[src/rtl/mlps_pkg.sv]
// Shared constants and types for the midpoint line pixel stepper.
// No dependencies; used by midpoint_line_pixel_stepper_top.
`timescale 1ns / 1ps
`default_nettype none

package mlps_pkg;

    localparam int COORD_BITS  = 12;
    localparam int DELTA_BITS  = COORD_BITS + 1;   // doubled delta, 2*(2^n-1)
    localparam int ERR_BITS    = COORD_BITS + 3;   // signed doubled error term
    localparam int WIDTH_BITS  = 13;
    localparam int OFFSET_BITS = 24;

    localparam logic [WIDTH_BITS-1:0] FRAME_WIDTH_RESET = WIDTH_BITS'(1280);

    typedef enum logic {
        CMD_LOAD = 1'b0,
        CMD_STEP = 1'b1
    } command_t;

    typedef struct packed {
        logic [OFFSET_BITS-1:0] offset;
        logic [COORD_BITS-1:0]  x;
        logic [COORD_BITS-1:0]  y;
        logic                   last;
    } pixel_t;

endpackage

`default_nettype wire

[src/rtl/midpoint_line_pixel_stepper_top.sv]
// Midpoint line pixel stepper, top level.
// Depends on mlps_pkg (constants, command codes, pixel result struct).
`timescale 1ns / 1ps
`default_nettype none

// Usage
// - Command channel (cmd_valid / cmd_stall): a transaction with command = load
//   latches start_x/start_y/end_x/end_y and produces no pixel. A transaction
//   with command = step emits one pixel of the loaded line, or nothing when no
//   line is active (empty line, decreasing direction, or line finished).
// - Pixel channel (pix_valid / pix_stall): one transaction per emitted pixel
//   with pixel_offset = y*frame_width + x (mod 2^24), pixel_x, pixel_y, last.
// - Config channel (cfg_valid / cfg_ready): writes frame_width; cfg_ready is
//   always high. Write only while the block is idle.
// Timing
// - One command per clock sustained while cmd_stall is low. A step's pixel is
//   registered in the output register, or in the skid register when the
//   receiver stalls. The step is a sign test and adds on the error term and
//   running offset; the load's start offset uses a single 12x13 multiply.
// - When the receiver stalls, the pixel holds in the output register and one
//   more pixel is caught in a skid register; cmd_stall then rises, registered,
//   so no combinational path runs from pix_stall to cmd_stall.
// Reset: rst_n clears the line (no line loaded), the valid flags of both output
// registers and sets frame_width to 1280.

module midpoint_line_pixel_stepper_top (
    input  wire logic                                 clk,
    input  wire logic                                 rst_n,
    // command channel
    input  wire logic                                 cmd_valid,
    output logic                                      cmd_stall,
    input  wire logic                                 command,
    input  wire logic [mlps_pkg::COORD_BITS-1:0]      start_x,
    input  wire logic [mlps_pkg::COORD_BITS-1:0]      start_y,
    input  wire logic [mlps_pkg::COORD_BITS-1:0]      end_x,
    input  wire logic [mlps_pkg::COORD_BITS-1:0]      end_y,
    // pixel channel
    output logic                                      pix_valid,
    input  wire logic                                 pix_stall,
    output logic [mlps_pkg::OFFSET_BITS-1:0]          pixel_offset,
    output logic [mlps_pkg::COORD_BITS-1:0]           pixel_x,
    output logic [mlps_pkg::COORD_BITS-1:0]           pixel_y,
    output logic                                      last,
    // config channel
    input  wire logic                                 cfg_valid,
    output logic                                      cfg_ready,
    input  wire logic [mlps_pkg::WIDTH_BITS-1:0]      frame_width
);

    localparam int CB = mlps_pkg::COORD_BITS;
    localparam int DB = mlps_pkg::DELTA_BITS;
    localparam int EB = mlps_pkg::ERR_BITS;
    localparam int WB = mlps_pkg::WIDTH_BITS;
    localparam int OB = mlps_pkg::OFFSET_BITS;

    // ---------------- state ----------------
    logic [WB-1:0]        frame_width_reg;
    logic [CB-1:0]        cur_x_reg, cur_x_next;
    logic [CB-1:0]        cur_y_reg, cur_y_next;
    logic [CB-1:0]        stop_coord_reg, stop_coord_next;
    logic [DB-1:0]        twice_dx_reg, twice_dx_next;
    logic [DB-1:0]        twice_dy_reg, twice_dy_next;
    logic signed [EB-1:0] error_term_reg, error_term_next;
    logic                 steep_mode_reg, steep_mode_next;
    logic                 line_active_reg, line_active_next;
    logic [OB-1:0]        run_offset_reg, run_offset_next;

    // output register plus skid
    mlps_pkg::pixel_t     out_reg, out_next;
    logic                 out_valid_reg, out_valid_next;
    mlps_pkg::pixel_t     skid_reg, skid_next;
    logic                 skid_valid_reg, skid_valid_next;

    logic                 cmd_accept;
    logic                 emit;
    mlps_pkg::pixel_t     emit_pix;

    // load-side arithmetic
    logic [CB:0]          dx_ld, dy_ld;
    logic                 decreasing;
    logic [CB+WB-1:0]     start_prod;

    // step-side arithmetic
    logic [CB-1:0]        sx, sy;
    logic [OB-1:0]        soff;
    logic signed [EB-1:0] serr;
    logic [OB-1:0]        fw_ext;
    logic signed [EB-1:0] tdx_ext, tdy_ext;
    logic                 step_last;

    assign cfg_ready  = 1'b1;
    assign cmd_stall  = skid_valid_reg;
    assign cmd_accept = cmd_valid && !cmd_stall;

    assign fw_ext  = OB'(frame_width_reg);
    assign tdx_ext = EB'(twice_dx_reg);
    assign tdy_ext = EB'(twice_dy_reg);

    assign dx_ld      = {1'b0, end_x} - {1'b0, start_x};
    assign dy_ld      = {1'b0, end_y} - {1'b0, start_y};
    assign decreasing = (end_x < start_x) || (end_y < start_y);
    assign start_prod = start_y * frame_width_reg;

    // line state update
    always_comb
    begin
        cur_x_next       = cur_x_reg;
        cur_y_next       = cur_y_reg;
        stop_coord_next  = stop_coord_reg;
        twice_dx_next    = twice_dx_reg;
        twice_dy_next    = twice_dy_reg;
        error_term_next  = error_term_reg;
        steep_mode_next  = steep_mode_reg;
        line_active_next = line_active_reg;
        run_offset_next  = run_offset_reg;
        emit             = 1'b0;
        sx               = cur_x_reg;
        sy               = cur_y_reg;
        soff             = run_offset_reg;
        serr             = error_term_reg;
        step_last        = 1'b0;

        // minor-axis move before the pixel is emitted
        if (!steep_mode_reg) begin
            if (!error_term_reg[EB-1]) begin
                sy   = cur_y_reg + 1'b1;
                soff = run_offset_reg + fw_ext;
                serr = error_term_reg - tdx_ext;
            end
            step_last = ((cur_x_reg + 1'b1) == stop_coord_reg);
        end else begin
            if (error_term_reg[EB-1]) begin
                sx   = cur_x_reg + 1'b1;
                soff = run_offset_reg + 1'b1;
                serr = error_term_reg + tdy_ext;
            end
            step_last = ((cur_y_reg + 1'b1) == stop_coord_reg);
        end

        emit_pix.offset = soff;
        emit_pix.x      = sx;
        emit_pix.y      = sy;
        emit_pix.last   = step_last;

        if (cmd_accept) begin
            unique case (mlps_pkg::command_t'(command))
                mlps_pkg::CMD_LOAD:
                begin
                    cur_x_next      = start_x;
                    cur_y_next      = start_y;
                    run_offset_next = start_prod[OB-1:0] + OB'(start_x);
                    if (decreasing) begin
                        twice_dx_next    = '0;
                        twice_dy_next    = '0;
                        error_term_next  = '0;
                        steep_mode_next  = 1'b0;
                        stop_coord_next  = start_x;
                        line_active_next = 1'b0;
                    end else begin
                        twice_dx_next = {dx_ld[CB-1:0], 1'b0};
                        twice_dy_next = {dy_ld[CB-1:0], 1'b0};
                        if (dy_ld <= dx_ld) begin
                            steep_mode_next  = 1'b0;
                            stop_coord_next  = end_x;
                            error_term_next  = -$signed(EB'(dx_ld));
                            line_active_next = (dx_ld != '0);
                        end else begin
                            steep_mode_next  = 1'b1;
                            stop_coord_next  = end_y;
                            error_term_next  = $signed(EB'(dy_ld));
                            line_active_next = 1'b1;
                        end
                    end
                end
                mlps_pkg::CMD_STEP:
                begin
                    if (line_active_reg) begin
                        emit            = 1'b1;
                        cur_x_next      = sx;
                        cur_y_next      = sy;
                        run_offset_next = soff;
                        error_term_next = serr;
                        if (step_last) begin
                            line_active_next = 1'b0;
                        end else if (!steep_mode_reg) begin
                            cur_x_next      = sx + 1'b1;
                            run_offset_next = soff + 1'b1;
                            error_term_next = serr + tdy_ext;
                        end else begin
                            cur_y_next      = sy + 1'b1;
                            run_offset_next = soff + fw_ext;
                            error_term_next = serr - tdx_ext;
                        end
                    end
                end
                default:
                begin
                end
            endcase
        end
    end

    // output register and skid
    always_comb
    begin
        out_next        = out_reg;
        out_valid_next  = out_valid_reg;
        skid_next       = skid_reg;
        skid_valid_next = skid_valid_reg;
        if (!out_valid_reg || !pix_stall) begin
            if (skid_valid_reg) begin
                out_next        = skid_reg;
                out_valid_next  = 1'b1;
                skid_valid_next = 1'b0;
            end else begin
                out_next       = emit_pix;
                out_valid_next = emit;
            end
        end else if (emit) begin
            skid_next       = emit_pix;
            skid_valid_next = 1'b1;
        end
    end

    always_ff @(posedge clk or negedge rst_n)
    begin
        if (!rst_n) begin
            frame_width_reg <= mlps_pkg::FRAME_WIDTH_RESET;
            cur_x_reg       <= '0;
            cur_y_reg       <= '0;
            stop_coord_reg  <= '0;
            twice_dx_reg    <= '0;
            twice_dy_reg    <= '0;
            error_term_reg  <= '0;
            steep_mode_reg  <= 1'b0;
            line_active_reg <= 1'b0;
            run_offset_reg  <= '0;
            out_valid_reg   <= 1'b0;
            skid_valid_reg  <= 1'b0;
        end else begin
            if (cfg_valid && cfg_ready) begin
                frame_width_reg <= frame_width;
            end
            cur_x_reg       <= cur_x_next;
            cur_y_reg       <= cur_y_next;
            stop_coord_reg  <= stop_coord_next;
            twice_dx_reg    <= twice_dx_next;
            twice_dy_reg    <= twice_dy_next;
            error_term_reg  <= error_term_next;
            steep_mode_reg  <= steep_mode_next;
            line_active_reg <= line_active_next;
            run_offset_reg  <= run_offset_next;
            out_valid_reg   <= out_valid_next;
            skid_valid_reg  <= skid_valid_next;
        end
    end

    // payload registers, no reset
    always_ff @(posedge clk)
    begin
        out_reg  <= out_next;
        skid_reg <= skid_next;
    end

    assign pix_valid    = out_valid_reg;
    assign pixel_offset = out_reg.offset;
    assign pixel_x      = out_reg.x;
    assign pixel_y      = out_reg.y;
    assign last         = out_reg.last;

    // ---------------- assertions ----------------
    a_skid_behind_out: assert property (@(posedge clk) disable iff (!rst_n)
        skid_valid_reg |-> out_valid_reg)
        else $error("skid holds a pixel while the output register is empty");

    a_last_ends_line: assert property (@(posedge clk) disable iff (!rst_n)
        (emit && step_last) |=> !line_active_reg)
        else $error("line still active after its last pixel");

    a_decreasing_empty: assert property (@(posedge clk) disable iff (!rst_n)
        (cmd_accept && command == mlps_pkg::CMD_LOAD && decreasing)
            |=> !line_active_reg)
        else $error("decreasing line loaded as active");

    a_shallow_before_stop: assert property (@(posedge clk) disable iff (!rst_n)
        (line_active_reg && !steep_mode_reg) |-> (cur_x_reg != stop_coord_reg))
        else $error("active shallow line sits on its stop column");

    a_stall_keeps_pixel: assert property (@(posedge clk) disable iff (!rst_n)
        (out_valid_reg && pix_stall) |=> (out_valid_reg && $stable(out_reg)))
        else $error("stalled pixel lost or changed");

endmodule

`default_nettype wire

[config.mk]
export PLATFORM = sky130hd
export DESIGN_NAME = midpoint_line_pixel_stepper_top
export DESIGN_NICKNAME = d
export VERILOG_FILES = /design/src/rtl/mlps_pkg.sv /design/src/rtl/midpoint_line_pixel_stepper_top.sv
export SDC_FILE = /design/constraint.sdc
export NUM_CORES = 1
export LEC_CHECK = 0
export ABC_AREA = 1
export BUFFER_PORTS_ARGS = -buffer_cell sky130_fd_sc_hd__clkbuf_2
export CELL_PAD_IN_SITES_DETAIL_PLACEMENT = 1
export CELL_PAD_IN_SITES_GLOBAL_PLACEMENT = 1
export CORE_MARGIN = 2
export CORE_UTILIZATION = 30
export CTS_CLUSTER_DIAMETER = 120
export DETAILED_ROUTE_END_ITERATION = 6
export PLACE_DENSITY = 0.67
export SLEW_MARGIN = 10
export SYNTH_ARGS = -nofsm -noshare
export SYNTH_HDL_FRONTEND = slang
export SYNTH_SLANG_ARGS = --single-unit
[constraint.sdc]
create_clock -name clk -period 7.3 [get_ports clk]
set_input_delay 1.46 -clock clk [delete_from_list [all_inputs] [get_ports clk]]
set_output_delay 1.46 -clock clk [all_outputs]
set_load 0.1 [all_outputs]
After elaboration in Yosys (flattened, before gate mapping)
Index checks and enable logic that the tools add are counted.

Bits in registers: 216. Input bits: 67. Output and inout port bits: 52. Logic and storage cells: 103.

Add/sub/neg operators: 16. $mul: 1. Magnitude comparators: 3. Equal/unequal tests: 3. Multiplexer cells: 47. Bitwise gates (word level): 2. Reduce and logical (&&, ||, !) cells: 11.

Operators by type and width (number): 12-bit 2-to-1 mux (12); 24-bit 2-to-1 mux (6); 15-bit 2-to-1 mux (8); 49-bit 2-to-1 mux (1); 12-bit by 1-bit adder with 12-bit output (second input constant) (4); 24-bit by 1-bit adder with 24-bit output (second input constant) (2); 24-bit by 13-bit adder with 24-bit output (2); 12-bit case mux with 2 select lines (2); 24-bit case mux with 2 select lines (1); 15-bit by 14-bit adder with 15-bit output (2); 15-bit case mux with 2 select lines (1); 15-bit by 14-bit subtractor with 15-bit output (2); 13-bit 2-to-1 mux (2); 12-bit by 12-bit subtractor with 13-bit output (2); 24-bit by 12-bit adder with 24-bit output (1); 12-bit equality test (2); 12-bit < comparator (2); 12-bit by 13-bit multiplier with 24-bit output (1); 13-bit negator with 15-bit output (1); 13-bit less-or-equal comparator (1); 1-bit 2-to-1 mux (13); 13-bit nonzero test (1); 2-bit AND reduction (3); 1-bit logical NOT (3); 6 further kinds (8).

Logic depth before layout (Yosys ltp)
Gate-level depths: netlist of run 1.

Word-level depth: 8. Gate-level depth with buffers: 28. Mapped depth without buffers: 28.

Worst setup path before layout of run 1
No wires, ideal clock.

Kind: input port to flip-flop. From: input pix_stall. To: register skid_reg[0] (netlist name), enable pin. Library setup time: 0.577 ns. Data arrival time: 7.427 ns. Required time: 6.723 ns. Path slack: -0.705 ns. Cell stages on the path: 2. Buffers on the path: 0. Path through: nand2_1 nor4_1.

Cells in the longest elaborated chain, start to end: 4.

RTL lines: start, declared (line midpoint_line_pixel_stepper_top.sv:39) `input wire logic pix_stall,`; 1-bit logical NOT (line midpoint_line_pixel_stepper_top.sv:210) `if (!out_valid_reg || !pix_stall) begin`; 1-bit logical OR (line midpoint_line_pixel_stepper_top.sv:210); 1-bit NOT (no source line); 2-bit AND reduction (no source line); end signal, assigned (line midpoint_line_pixel_stepper_top.sv:262) `skid_reg <= skid_next;`; end, declared (line midpoint_line_pixel_stepper_top.sv:71) `mlps_pkg::pixel_t skid_reg, skid_next;`.

No other way between the ends. A chain may end at the register's enable or synchronous reset.

Final worst setup path of run 1
From: input start_y[8] (netlist name). To: register run_offset_reg[19].

Cells in the longest elaborated chain, start to end: 3.

RTL lines: start, declared (line midpoint_line_pixel_stepper_top.sv:34) `input wire logic [mlps_pkg::COORD_BITS-1:0] start_y,`; 12-bit by 13-bit multiplier with 24-bit output (line midpoint_line_pixel_stepper_top.sv:102) `assign start_prod = start_y * frame_width_reg;`; 24-bit by 12-bit adder with 24-bit output (line midpoint_line_pixel_stepper_top.sv:151) `run_offset_next = start_prod[OB-1:0] + OB'(start_x);`; 24-bit case mux with 2 select lines (line midpoint_line_pixel_stepper_top.sv:146) `unique case (mlps_pkg::command_t'(command))`; end signal, assigned (line midpoint_line_pixel_stepper_top.sv:252) `run_offset_reg <= run_offset_next;`; end, declared (line midpoint_line_pixel_stepper_top.sv:66) `logic [OB-1:0] run_offset_reg, run_offset_next;`.

No other way between the ends.

==> summary by stage, run 1 <==
Cells and area
The final layout contains 3672 nets. In the layout the commonest cells are 864 x sky130_fd_sc_hd__nand2_1, 552 x sky130_fd_sc_hd__inv_1, 222 x sky130_fd_sc_hd__o21ai_0, 197 x sky130_fd_sc_hd__a21oi_1, 180 x sky130_fd_sc_hd__nand3_1. The finished cells cover 25800 um^2. In the final layout, the share of cells above drive strength 1 is 0.0950.

The number of inserted diodes is 0. The number of filler cells placed in the layout is 9524. Measured on the finished design, the core utilization comes to 0.338. Excluding fillers, the count of instances in the completed layout stands at 4356. Leaving out fill and tap cells, the most frequent cell in the layout is sky130_fd_sc_hd__nand2_1.

The register with the most flip-flops in the layout has 49 of them. The layout-stage area growth over the synthesis result is 11.3%.

CTS
The clock passes through at most 3 buffers. In this run, post-CTS repair resized a total of 0 instances. The later pin in the worst-skew pair is clocked with a latency of 600 ps.

In this run the number of H-tree levels came out at 1. Clock-pin slew was measured on the worst setup and hold paths at 60 ps. The count of buffers added by post-CTS timing repair for setup is 0. The clock drives 213 sinks. The number of clock buffers added by TritonCTS is 29. The cts-stage hold buffer count is 0. The root buffer selected by CTS is sky130_fd_sc_hd__clkbuf_16. TritonCTS built the clock tree.

Route
For this run, the detailed router's first-pass iteration total came to 5. In the routed design, unresolved DRC markers number 0. The average wire length per cell after detail routing is 19.4 um.

The first routing iteration left 1451 violations. Summed over all layers, the routed wires come to 84.5 mm. The total via count in the routed design is 21900. The number of vias per cell after detailed routing is 5.02. In this run the remaining antenna-violating nets after routing total 0.

Timing
The final count of hold timing violations is 0. The slew of the pin with the lowest slew margin is 1050 ps. The peak clock frequency supported by timing is 0.157 GHz. Of the available clock period, the critical path in the final layout requires 0.870.

Clock skew on the completed layout was measured at 13.1 ps. Setup repair after global routing left no endpoint under its margin. The tightest slew margin relative to the limit is 0.291. For the final routed database, the setup TNS stands at 0 ps. Setup violations remaining at the end of the flow were counted as 0.

The clock period minus final worst setup slack is 6350 ps. The max-slew violation count is 0.

Die
119 I/O pins were placed. The floorplan step set the die width to 282 um. The starting density of the core is 0.304. The die area is 79400 um^2. The floorplan has 101 rows. In this run the standard cell core region covers 76200 um^2. The overall die height is 282 um.

GRT
The total track usage is 0.214. The number of global-route vias before repair is 22000. The first global-routing pass estimated 131 mm of wire. The pin count of the biggest net entering global routing is 83. The total grt overflow is 0. The number of antenna violations at the first check in global routing is 0.

Setup path
The slack of the worst reg-to-reg path is 1190 ps. STA classifies the critical path endpoint as a flop. The critical path goes through clkbuf_2 -> nand2_1 -> fa_1 -> fa_1 -> fa_1 -> inv_1 -> fa_1 -> inv_1 -> fa_1 -> inv_1 -> ha_1 -> nand2_1 -> o21ai_0 -> a21oi_1 -> o21ai_0 -> a21oi_1 -> o21ai_0 -> inv_1 -> or2_2 -> nand3_1 -> nand3_1 -> o21ai_0. At the worst endpoint, the arrival time is 6860 ps. The most frequent cell on the critical path is sky130_fd_sc_hd__fa_1.

The critical path launch point type is an input port. In this run the critical register-to-register path is captured at run_offset_reg[19]$_DFFE_PN0P_. The critical path class is input port to flop. The cell depth of the worst flop-to-flop path is 21. In this run the worst path has a maximum fanout of 15.

The startpoint identified for the worst register-to-register timing path is frame_width_reg[6]$_DFFE_PN0P_. The required time of the critical path is 7810 ps. For this run, the slowest stage of the critical path takes 540 ps.

The slowest stage of the critical path belongs to the cell sky130_fd_sc_hd__fa_1.

Synth
For this run, the leading register cell type out of synthesis is sky130_fd_sc_hd__dfrtp_1. In the post-synthesis netlist, the biggest area contributors are sky130_fd_sc_hd__nand2_1 14%, sky130_fd_sc_hd__edfxtp_1 13%, sky130_fd_sc_hd__dfrtp_1 12%. The post-synthesis simple-gate area fraction is 0.248.

In this run the mean area of a mapped cell was 7.14 um^2. The compound-gate portion of the synthesized area is 0.146. The post-synthesis register bit count is 213. Of the total synthesized cell area, the portion taken by full adders, half adders and majority gates is 0.204. The number of distinct library cell variants in the gate-level netlist after synthesis is 64. The main combinational cell family by area after synthesis is simple AND/OR/NAND/NOR gates. The post-synth design cell area is 23100 um^2. The share of async-settable or async-resettable flops after synthesis is 0.540. The multiplexer share of the synthesized area is 0.00584. The net count of the mapped netlist is 3609. Synthesis produced 3240 cells. The share of the Yosys chip area taken by registers is 0.252. The area share of the leading cell type in the synthesized netlist is 0.140. Of the total synthesized cell area, the portion taken by XOR and XNOR cells is 0.0310. In this run, synthesis inferred 98 flip-flops with an integrated enable.

The count of synthesis-stage warnings from yosys is 0. The cell type contributing the most total cell area after synthesis is sky130_fd_sc_hd__nand2_1.

Min path
The path with the worst hold slack has its endpoint at pixel_offset[4]$_DFFE_PN_. The worst hold path startpoint is skid_reg[29]$_DFFE_PP_. Along the worst hold path, the cell count comes to 2. The min-delay analysis places its worst path in the category flop to flop.

Run
The count of maximum capacitance violations is 0.

Placed design
The detailed placement HPWL is 67.2 mm. The placed instances occupy a cell area of 24800 um^2. The total placed cells including tap cells is 4302. Port buffering added 117 buffers. The congestion estimate from routability-driven global placement came to 0.861.

Status
The flow ran to the end, and the final reports show no timing, DRC or antenna violations.

Pwr
For this design the static power due to leakage is 13.1 nW. The power density relative to cell area is 481 nW/um^2. The worst vdd rail ir drop is 0.000336 V.
==> synth_stat cells, drive strengths merged (9+ instances only) <==
cell / number
xor2: 55
a21o: 10
nand4: 36
nand2: 890
o211ai: 32
a31oi: 28
o22ai: 30
clkbuf: 87
buf: 27
ha: 176
inv: 564
nor3: 24
edfxtp: 98
xnor2: 26
fa: 126
dfrtp: 113
nand3: 188
mux2: 12
a21oi: 200
nand3b: 9
nor2: 184
o21ai: 258
or2: 10
==> cell families after synthesis <==
logic type	count (synthesis)
buf+inv	681
compound gates	598
mux	12
other cells	1
fa+ha+maj	302
xor+xnor	81
flops	213
simple gates	1352
==> metrics by stage <==
stage	total power (W)	worst slack [ps]	hold WS (ps)
after floorplan	0.00858	986	471
after global placement	0.0107	548	503
after detailed placement	0.0109	391	505
after CTS	0.0124	1020	520
after global routing	0.0137	564	557
final	0.0124	948	517
==> critical path: cells and delay by family <==
kind	cells	cell delay [ps]
AOI/OAI and AO/OA	6	1200
adders and majority gates	6	2900
buffers and inverters	5	610
and+or+nand+nor	5	680
==> per-layer routing <==
metal	part of all wire	GRT usage	wire length, um	up-vias
met4	0.023	0.0476	1910	0
met2	0.43	0.327	36100	518
met3	0.057	0.0231	4820	88
met1	0.49	0.321	41700	10700
met5	0	0	0	-
li1	-	-	-	10600
==> power breakdown <==
group,switching (W),internal (W)
registers,0.000354,0.00167
clock network,0.000618,0.000872
logic,0.00605,0.00282
==> cell type report <==
cell class                 count  area [um^2]  area share
clock buffer                  35          778      0.0302
clock inverter                19          208     0.00806
tap                         1030         1290      0.0500
inverter                     567         2130      0.0827
multi-input combinational   2346        14700       0.571
timing repair buffer         146          810      0.0314
sequential                   213         5830       0.226
==> worst max-delay path by stage <==
stage / from / to
finish: start_y[8] / run_offset_reg[19]$_DFFE_PN0P_
global route: start_y[8] / run_offset_reg[19]$_DFFE_PN0P_
CTS: start_y[8] / run_offset_reg[19]$_DFFE_PN0P_
detailed placement: start_y[8] / run_offset_reg[19]$_DFFE_PN0P_
global placement: start_y[8] / run_offset_reg[19]$_DFFE_PN0P_
floorplan: start_y[5] / run_offset_reg[19]$_DFFE_PN0P_
Note: power is estimated with default switching activity, not from simulation.
==> inputs of run 2 (changes only) <==
Settings changed: MAX_ROUTING_LAYER set to met4.
==> run 2 against run 1 <==
  * Utilization rose by 0.084 points
  * Routed wire length rose by 0.66%
  * Power rose by 1.0%
  * Non-clock buffer count did not move
  * Hold slack improved by 5.1 ps
  * Register-to-register slack barely moved
  * Count of clock-buffer cells in the layout did not move
  * Design area rose by 0.25%
  * Final cell count barely moved
  * Flip-flop and latch count did not move
  * Largest cell class unchanged
  * Highest routed layer unchanged
==> summary by stage, run 2 (synthesis results as in run 1) <==
Timing
The clock period minus final worst setup slack is 6310 ps. The worst clock skew is 15.6 ps. The sum of negative setup slack is 0 ps. The final count of hold timing violations is 0.

The slew of the pin with the lowest slew margin is 1100 ps. The max-slew violation count is 0. Setup violations remaining at the end of the flow were counted as 0.

Headroom to the max-slew limit came out at 0.263. The final worst-path setup slack is 987 ps. Setup repair after global routing left no endpoint under its margin.

The peak clock frequency supported by timing is 0.158 GHz. The worst hold slack is 522 ps. Of the available clock period, the critical path in the final layout requires 0.865.

Placed design
In this run the tool buffered the top-level ports with 117 buffer cells. Before CTS, the worst setup slack after placement is 429 ps. Detailed placement ended at an HPWL of 67.7 mm.

The congestion estimate from routability-driven global placement came to 0.877.

Cells and area
Across the whole layout, storage elements account for 5830 um^2. Fill cells in the final layout number 9455. At the end of the flow the core is filled with cells to 0.339. Leaving out fill and tap cells, the most frequent cell in the layout is sky130_fd_sc_hd__nand2_1. The ratio of cells with drive above 1 in the final layout is 0.0953. The layout-stage area growth over the synthesis result is 11.6%. The area of the multi-input gates is 14700 um^2. The flip-flop count of the largest register after layout is 49. In the layout the commonest cells are 864 x sky130_fd_sc_hd__nand2_1, 552 x sky130_fd_sc_hd__inv_1, 222 x sky130_fd_sc_hd__o21ai_0, 197 x sky130_fd_sc_hd__a21oi_1, 180 x sky130_fd_sc_hd__nand3_1. At the end of the flow, the number of nets in the layout was 3673.

Min path
Along the worst hold path, the cell count comes to 2. The class of the tightest hold or removal check is flop to flop.

Route
After detailed routing, the total wire length is 85.0 mm. The iteration count of the initial detailed-routing pass is 5. The post-route DRC violation count is 0. Once detail routing completed, the nets flagged for antenna violations numbered 0. The total via count in the routed design is 21800. The number of vias per cell after detailed routing is 5.01.

The detailed router finished its first iteration with 1341 violations. The average wire length per cell after detail routing is 19.5 um.

Setup path
At the worst endpoint, the arrival time is 6830 ps. The critical path launch point type is an input port. The worst setup path is of the input port to flop kind. The cell depth of the worst flop-to-flop path is 21. The worst flop-to-flop path endpoint is run_offset_reg[19]$_DFFE_PN0P_.

The kind of end point of the critical path is a flop. The critical register-to-register path startpoint is frame_width_reg[6]$_DFFE_PN0P_. Traced cell by cell, the critical path runs through clkbuf_2 -> nand2_1 -> fa_1 -> fa_1 -> fa_1 -> inv_1 -> fa_1 -> inv_1 -> fa_1 -> inv_1 -> ha_1 -> nand2_1 -> o21ai_0 -> a21oi_1 -> o21ai_0 -> a21oi_1 -> o21ai_0 -> inv_1 -> or2_2 -> nand3_1 -> nand3_1 -> o21ai_0.

The slowest cell on the critical path is sky130_fd_sc_hd__fa_1. The slack of the worst reg-to-reg path is 1200 ps. The required time of the critical path is 7820 ps. In this run the worst setup path begins at start_y[8]. The most numerous cell type found on the critical path is sky130_fd_sc_hd__fa_1. The critical path contains buffers and inverters numbering 5 combined.

The logic depth of the worst path, buffers included is 22. The capturing element of the worst setup path is run_offset_reg[19]$_DFFE_PN0P_. The maximum fanout along the worst path is 15. The longest individual stage delay on the worst path is 540 ps. On the critical path the largest part of the delay comes from adder cells.

GRT
The pin count of the biggest net entering global routing is 84. The number of global-route vias before repair is 22000. Across every metal layer, demand over resource in global routing totals 0.222. The number of antenna violations at the first check in global routing was 1. The total grt overflow is 0. The first global-routing pass estimated 132 mm of wire.

Run
Max-cap violations in this run came to 0.

Pwr
The power density relative to cell area is 485 nW/um^2. Summed over all cells, the static leakage comes to 13.1 nW. The worst vdd rail ir drop is 0.000291 V.

Die
From left edge to right edge, the die measures 282 um. For this configuration, the core starts out at a cell density of 0.304. The die covers 79400 um^2. The number of top-level pins is 119. The overall die height is 282 um.

The number of core rows is 101. The area of the core region is 76200 um^2.

CTS
The root buffer selected by CTS is sky130_fd_sc_hd__clkbuf_16. After clock tree synthesis, the setup repair step added 0 buffers. The clock sink count is 213. The clock input transition at the sequential cells of the worst setup and hold paths is 60 ps. The CTS buffer count is 30. No sink is reached through more buffers than the 3 on the longest clock path. Once the clock tree was built, the resizer swapped 0 gates to a different size. After clock tree synthesis, the flow added hold-fix buffers numbering 0. The clock tree from TritonCTS is built. At the later pin of the worst-skew pair, clock insertion delay measures 610 ps. The number of levels in the clock H-tree is 1.

Status
The flow ran to the end, and the final reports show no timing, DRC or antenna violations.
run 2: how the worst min path moves through the flow:
| stage | startpoint | to | slack, ps |
|---|---|---|---|
| floorplan | run_offset_reg[21]$_DFFE_PN0P_ | run_offset_reg[21]$_DFFE_PN0P_ | 470 |
| global placement | skid_reg[6]$_DFFE_PP_ | pixel_y[5]$_DFFE_PN_ | 500 |
| detailed placement | skid_reg[24]$_DFFE_PP_ | pixel_x[11]$_DFFE_PN_ | 510 |
| CTS | skid_reg[24]$_DFFE_PP_ | pixel_x[11]$_DFFE_PN_ | 530 |
| global route | skid_reg[24]$_DFFE_PP_ | pixel_x[11]$_DFFE_PN_ | 550 |
| finish | skid_reg[24]$_DFFE_PP_ | pixel_x[11]$_DFFE_PN_ | 520 |
run 2: per-stage QoR:
| stage | total power, W | instance area (um^2) | instances |
|---|---|---|---|
| floorplan | 0.00858 | 23200 | 3240 |
| global placement | 0.0107 | 24800 | 4302 |
| detailed placement | 0.0109 | 24800 | 4302 |
| CTS | 0.0126 | 25800 | 4357 |
| global route | 0.0138 | 25800 | 4358 |
| finish | 0.0125 | 25800 | 4358 |
run 2: metal layers:
metal / part of all wire / global-route usage / vias up
met2: 0.42 / 0.326 / 473
met5: 0 / - / -
li1: - / - / 10600
met3: 0.061 / 0.0342 / 99
met1: 0.49 / 0.320 / 10700
met4: 0.024 / 0.0507 / 0
run 2: layout make-up:
cell class / instances / share of cell area
clock buffers: 35 / 0.0306
flip-flops and latches: 213 / 0.226
inverters: 567 / 0.0825
multi-input cells: 2346 / 0.570
diodes: 1 / 0.0000969
clock inverters: 20 / 0.00998
well taps: 1030 / 0.0499
repair buffers: 146 / 0.0313
run 2: worst min-delay path, cell delays in order (launching register included):
cell,delay [ps]
sky130_fd_sc_hd__edfxtp_1,320
sky130_fd_sc_hd__nand2_1,50
sky130_fd_sc_hd__nand2_1,50
run 2: where the power goes:
| part | switching, W | internal [W] | total, W |
|---|---|---|---|
| combinational | 0.00609 | 0.00283 | 0.00892 |
| sequential | 0.000354 | 0.00167 | 0.00203 |
| clock | 0.000645 | 0.000925 | 0.00157 |
==> inputs of run 3 (changes only) <==
==> constraint.sdc (replaced) <==
create_clock -name clk -period 7.3 [get_ports clk]
set_input_delay 0.73 -clock clk [delete_from_list [all_inputs] [get_ports clk]]
set_output_delay 0.73 -clock clk [all_outputs]
set_load 0.1 [all_outputs]
==> run 3 against run 2 <==
  * Combinational power is essentially flat
  * Register-to-register slack gained 170 ps
  * Highest routed layer unchanged
  * Die area is the same
  * Critical endpoint unchanged
  * Sequential power is essentially flat
  * Power is essentially flat
  * Final cell count is essentially flat
  * Utilization shrank 0.076 points
  * Maximum frequency grew 6.5%
  * Clock power is essentially flat
  * Routed wire length shrank 0.61%
  * Global-route usage shrank 0.29 points
  * Flip-flop and latch count is the same
==> summary by stage, run 3 (synthesis results as in run 1) <==
Die
The number of core rows is 101. The initial utilization of the core area, before any placement, comes to 0.304. 119 I/O pins were placed. The floorplan step defined a die boundary enclosing 79400 um^2. In this run the vertical extent of the chip is 282 um. In this run the horizontal extent of the chip is 282 um. The core region is 76200 um^2.

Setup path
The critical register-to-register path startpoint is frame_width_reg[5]$_DFFE_PN0P_. The critical path class is flop to flop. The endpoint arrival time on the critical path is 6420 ps. For the worst setup path, the data required time is 7790 ps.

The maximum fanout along the worst path is 15. The slack of the worst reg-to-reg path is 1370 ps. STA classifies the critical path startpoint as a flop. The number of cells on the worst reg-to-reg path is 21. The worst register-to-register path ends at run_offset_reg[19]$_DFFE_PN0P_.

The kind of end point of the critical path is a flop.

Cells and area
The final instance count without filler cells is 4354. The ratio of cells with drive above 1 in the final layout is 0.0942. The number of filler cells placed in the layout is 9556. The flip-flop count of the largest register after layout is 49. The most common cell after layout, fill and taps aside is sky130_fd_sc_hd__nand2_1. In the layout the commonest cells are 864 x sky130_fd_sc_hd__nand2_1, 552 x sky130_fd_sc_hd__inv_1, 222 x sky130_fd_sc_hd__o21ai_0, 197 x sky130_fd_sc_hd__a21oi_1, 180 x sky130_fd_sc_hd__nand3_1. The layout-stage area growth over the synthesis result is 11.3%. The number of inserted diodes is 0.

The final layout contains 3670 nets.

Timing
Of the available clock period, the critical path in the final layout requires 0.812. The tightest slew margin relative to the limit is 0.293. The peak clock frequency supported by timing is 0.169 GHz. The final count of hold timing violations is 0. The sum of negative setup slack is 0 ps. Setup repair after global routing left no endpoint under its margin. Between clock sinks in the finished design, the worst skew comes to 32.1 ps. The final count of negative-setup-slack endpoints is 0.

The routed design could run at a clock period as short as 5930 ps. The max-slew violation count was 0. For the pin with the worst max-slew slack, the measured transition is 1050 ps.

Placed design
The number of input and output port buffers inserted is 117. The total placed cells including tap cells is 4299. Once detailed placement completed, the half-perimeter wirelength came to 66.9 mm. At the end of routability-driven placement, the weighted congestion stood at 0.879.

Route
Before antenna repair, the detailed router went through 5 iterations. After detailed routing, the total wire length is 84.5 mm. Dividing the detail-routed via count by the number of cells gives 4.99. The average wire length per cell after detail routing is 19.4 um. The post-route DRC violation count is 0. In this run the remaining antenna-violating nets after routing total 0. The detailed router finished its first iteration with 1363 violations.

The total via count in the routed design is 21700.

CTS
The clock tree buffer depth is 3. The number of cells upsized or downsized after cts is 0. The latest clock arrival within the worst-skew pair is 610 ps.

The root buffer selected by CTS is sky130_fd_sc_hd__clkbuf_16. The clock tree from TritonCTS is built. The number of levels in the clock H-tree is 1.

Clock-pin slew was measured on the worst setup and hold paths at 60 ps. The clock sink count is 213. The number of setup buffers added after CTS is 0. Buffers inserted to repair hold after CTS numbered 0.

The CTS buffer count is 30.

Pwr
Across the VDD grid, the largest voltage drop is 0.000288 V. For this design the ratio of total power to cell area is 485 nW/um^2. In this run the static leakage power is 13.1 nW.

GRT
The number of global-route vias before repair is 21800. The wire length of the first global-routing pass is 131 mm. The number of antenna violations at the first check in global routing is 0. The pin count of the biggest net entering global routing is 83. In the global route stage, overall resource usage came out at 0.220. The total grt overflow is 0.

Run
The count of maximum capacitance violations is 0.

Min path
The path class of the tightest hold or removal check is input port to asynchronous set/reset pin.

Status
The flow ran to the end, and the final reports show no timing, DRC or antenna violations.
## run 3: changes by cell type in the layout (fill, tap and decap cells not counted), moves of 2 or more
cell and change:
sky130_fd_sc_hd__clkinv_1 +2, sky130_fd_sc_hd__buf_4 -3, sky130_fd_sc_hd__inv_6 -3, sky130_fd_sc_hd__clkinv_4 +2
## run 3: worst max-delay path by stage
stage / startpoint / endpoint / slack [ps] / cells past startpoint
after floorplan: pix_valid$_DFFE_PN0N_ / skid_reg[0]$_DFFE_PP_ / 100 / 2
after global placement: start_y[5] / run_offset_reg[19]$_DFFE_PN0P_ / 1250 / 22
after detailed placement: start_y[5] / run_offset_reg[19]$_DFFE_PN0P_ / 1160 / 22
after CTS: frame_width_reg[5]$_DFFE_PN0P_ / run_offset_reg[19]$_DFFE_PN0P_ / 1320 / 21
after global routing: frame_width_reg[5]$_DFFE_PN0P_ / run_offset_reg[19]$_DFFE_PN0P_ / 970 / 23
final: frame_width_reg[5]$_DFFE_PN0P_ / run_offset_reg[19]$_DFFE_PN0P_ / 1370 / 21
## run 3: layer usage
metal | routed length [um] | up-vias | GRT usage
li1 | - | 10600 | -
met1 | 42100 | 10600 | 0.316
met3 | 4410 | 88 | 0.0273
met4 | 2190 | 0 | 0.0543
met5 | 0 | - | -
met2 | 35800 | 476 | 0.325
## run 3: stage by stage
stage / hold slack (ps) / setup slack, ps / utilization / instance area, um^2 / power [W]
global route: 207 / 966 / 0.338 / 25800 / 0.0137
detailed placement: 512 / 1160 / 0.325 / 24700 / 0.0109
global placement: 502 / 1250 / 0.325 / 24700 / 0.0108
finish: 160 / 1370 / 0.338 / 25800 / 0.0125
floorplan: 434 / 100 / - / 23100 / 0.00858
CTS: 171 / 1320 / 0.338 / 25800 / 0.0125
## run 3: layout make-up
| class | count | area [um^2] | share of cell area |
|---|---|---|---|
| well taps | 1030 | 1290 | 0.0500 |
| clock inverters | 20 | 224 | 0.00869 |
| multi-input cells | 2346 | 14700 | 0.571 |
| inverters | 567 | 2130 | 0.0827 |
| flip-flops and latches | 213 | 5830 | 0.226 |
| repair buffers | 143 | 787 | 0.0305 |
| clock buffers | 35 | 800 | 0.0310 |
## run 3: where the power goes
part	internal, W	total, W	switching, W
registers	0.00167	0.00203	0.000359
clock network	0.000895	0.00154	0.000645
logic	0.00283	0.00893	0.00610
total	0.00540	0.0125	0.00711
## run 3: worst max-delay path, cell delays in order (launching register included)
cell	delay (ps)
sky130_fd_sc_hd__dfrtp_1	830
sky130_fd_sc_hd__nand2_1	180
sky130_fd_sc_hd__fa_1	590
sky130_fd_sc_hd__fa_1	450
sky130_fd_sc_hd__fa_1	490
sky130_fd_sc_hd__inv_1	50
sky130_fd_sc_hd__fa_1	530
sky130_fd_sc_hd__inv_1	60
sky130_fd_sc_hd__fa_1	530
sky130_fd_sc_hd__inv_1	40
sky130_fd_sc_hd__ha_1	340
sky130_fd_sc_hd__nand2_1	90
sky130_fd_sc_hd__o21ai_0	240
sky130_fd_sc_hd__a21oi_1	100
sky130_fd_sc_hd__o21ai_0	290
sky130_fd_sc_hd__a21oi_1	150
sky130_fd_sc_hd__o21ai_0	240
sky130_fd_sc_hd__inv_1	80
sky130_fd_sc_hd__or2_2	270
sky130_fd_sc_hd__nand3_1	70
sky130_fd_sc_hd__nand3_1	80
sky130_fd_sc_hd__o21ai_0	110
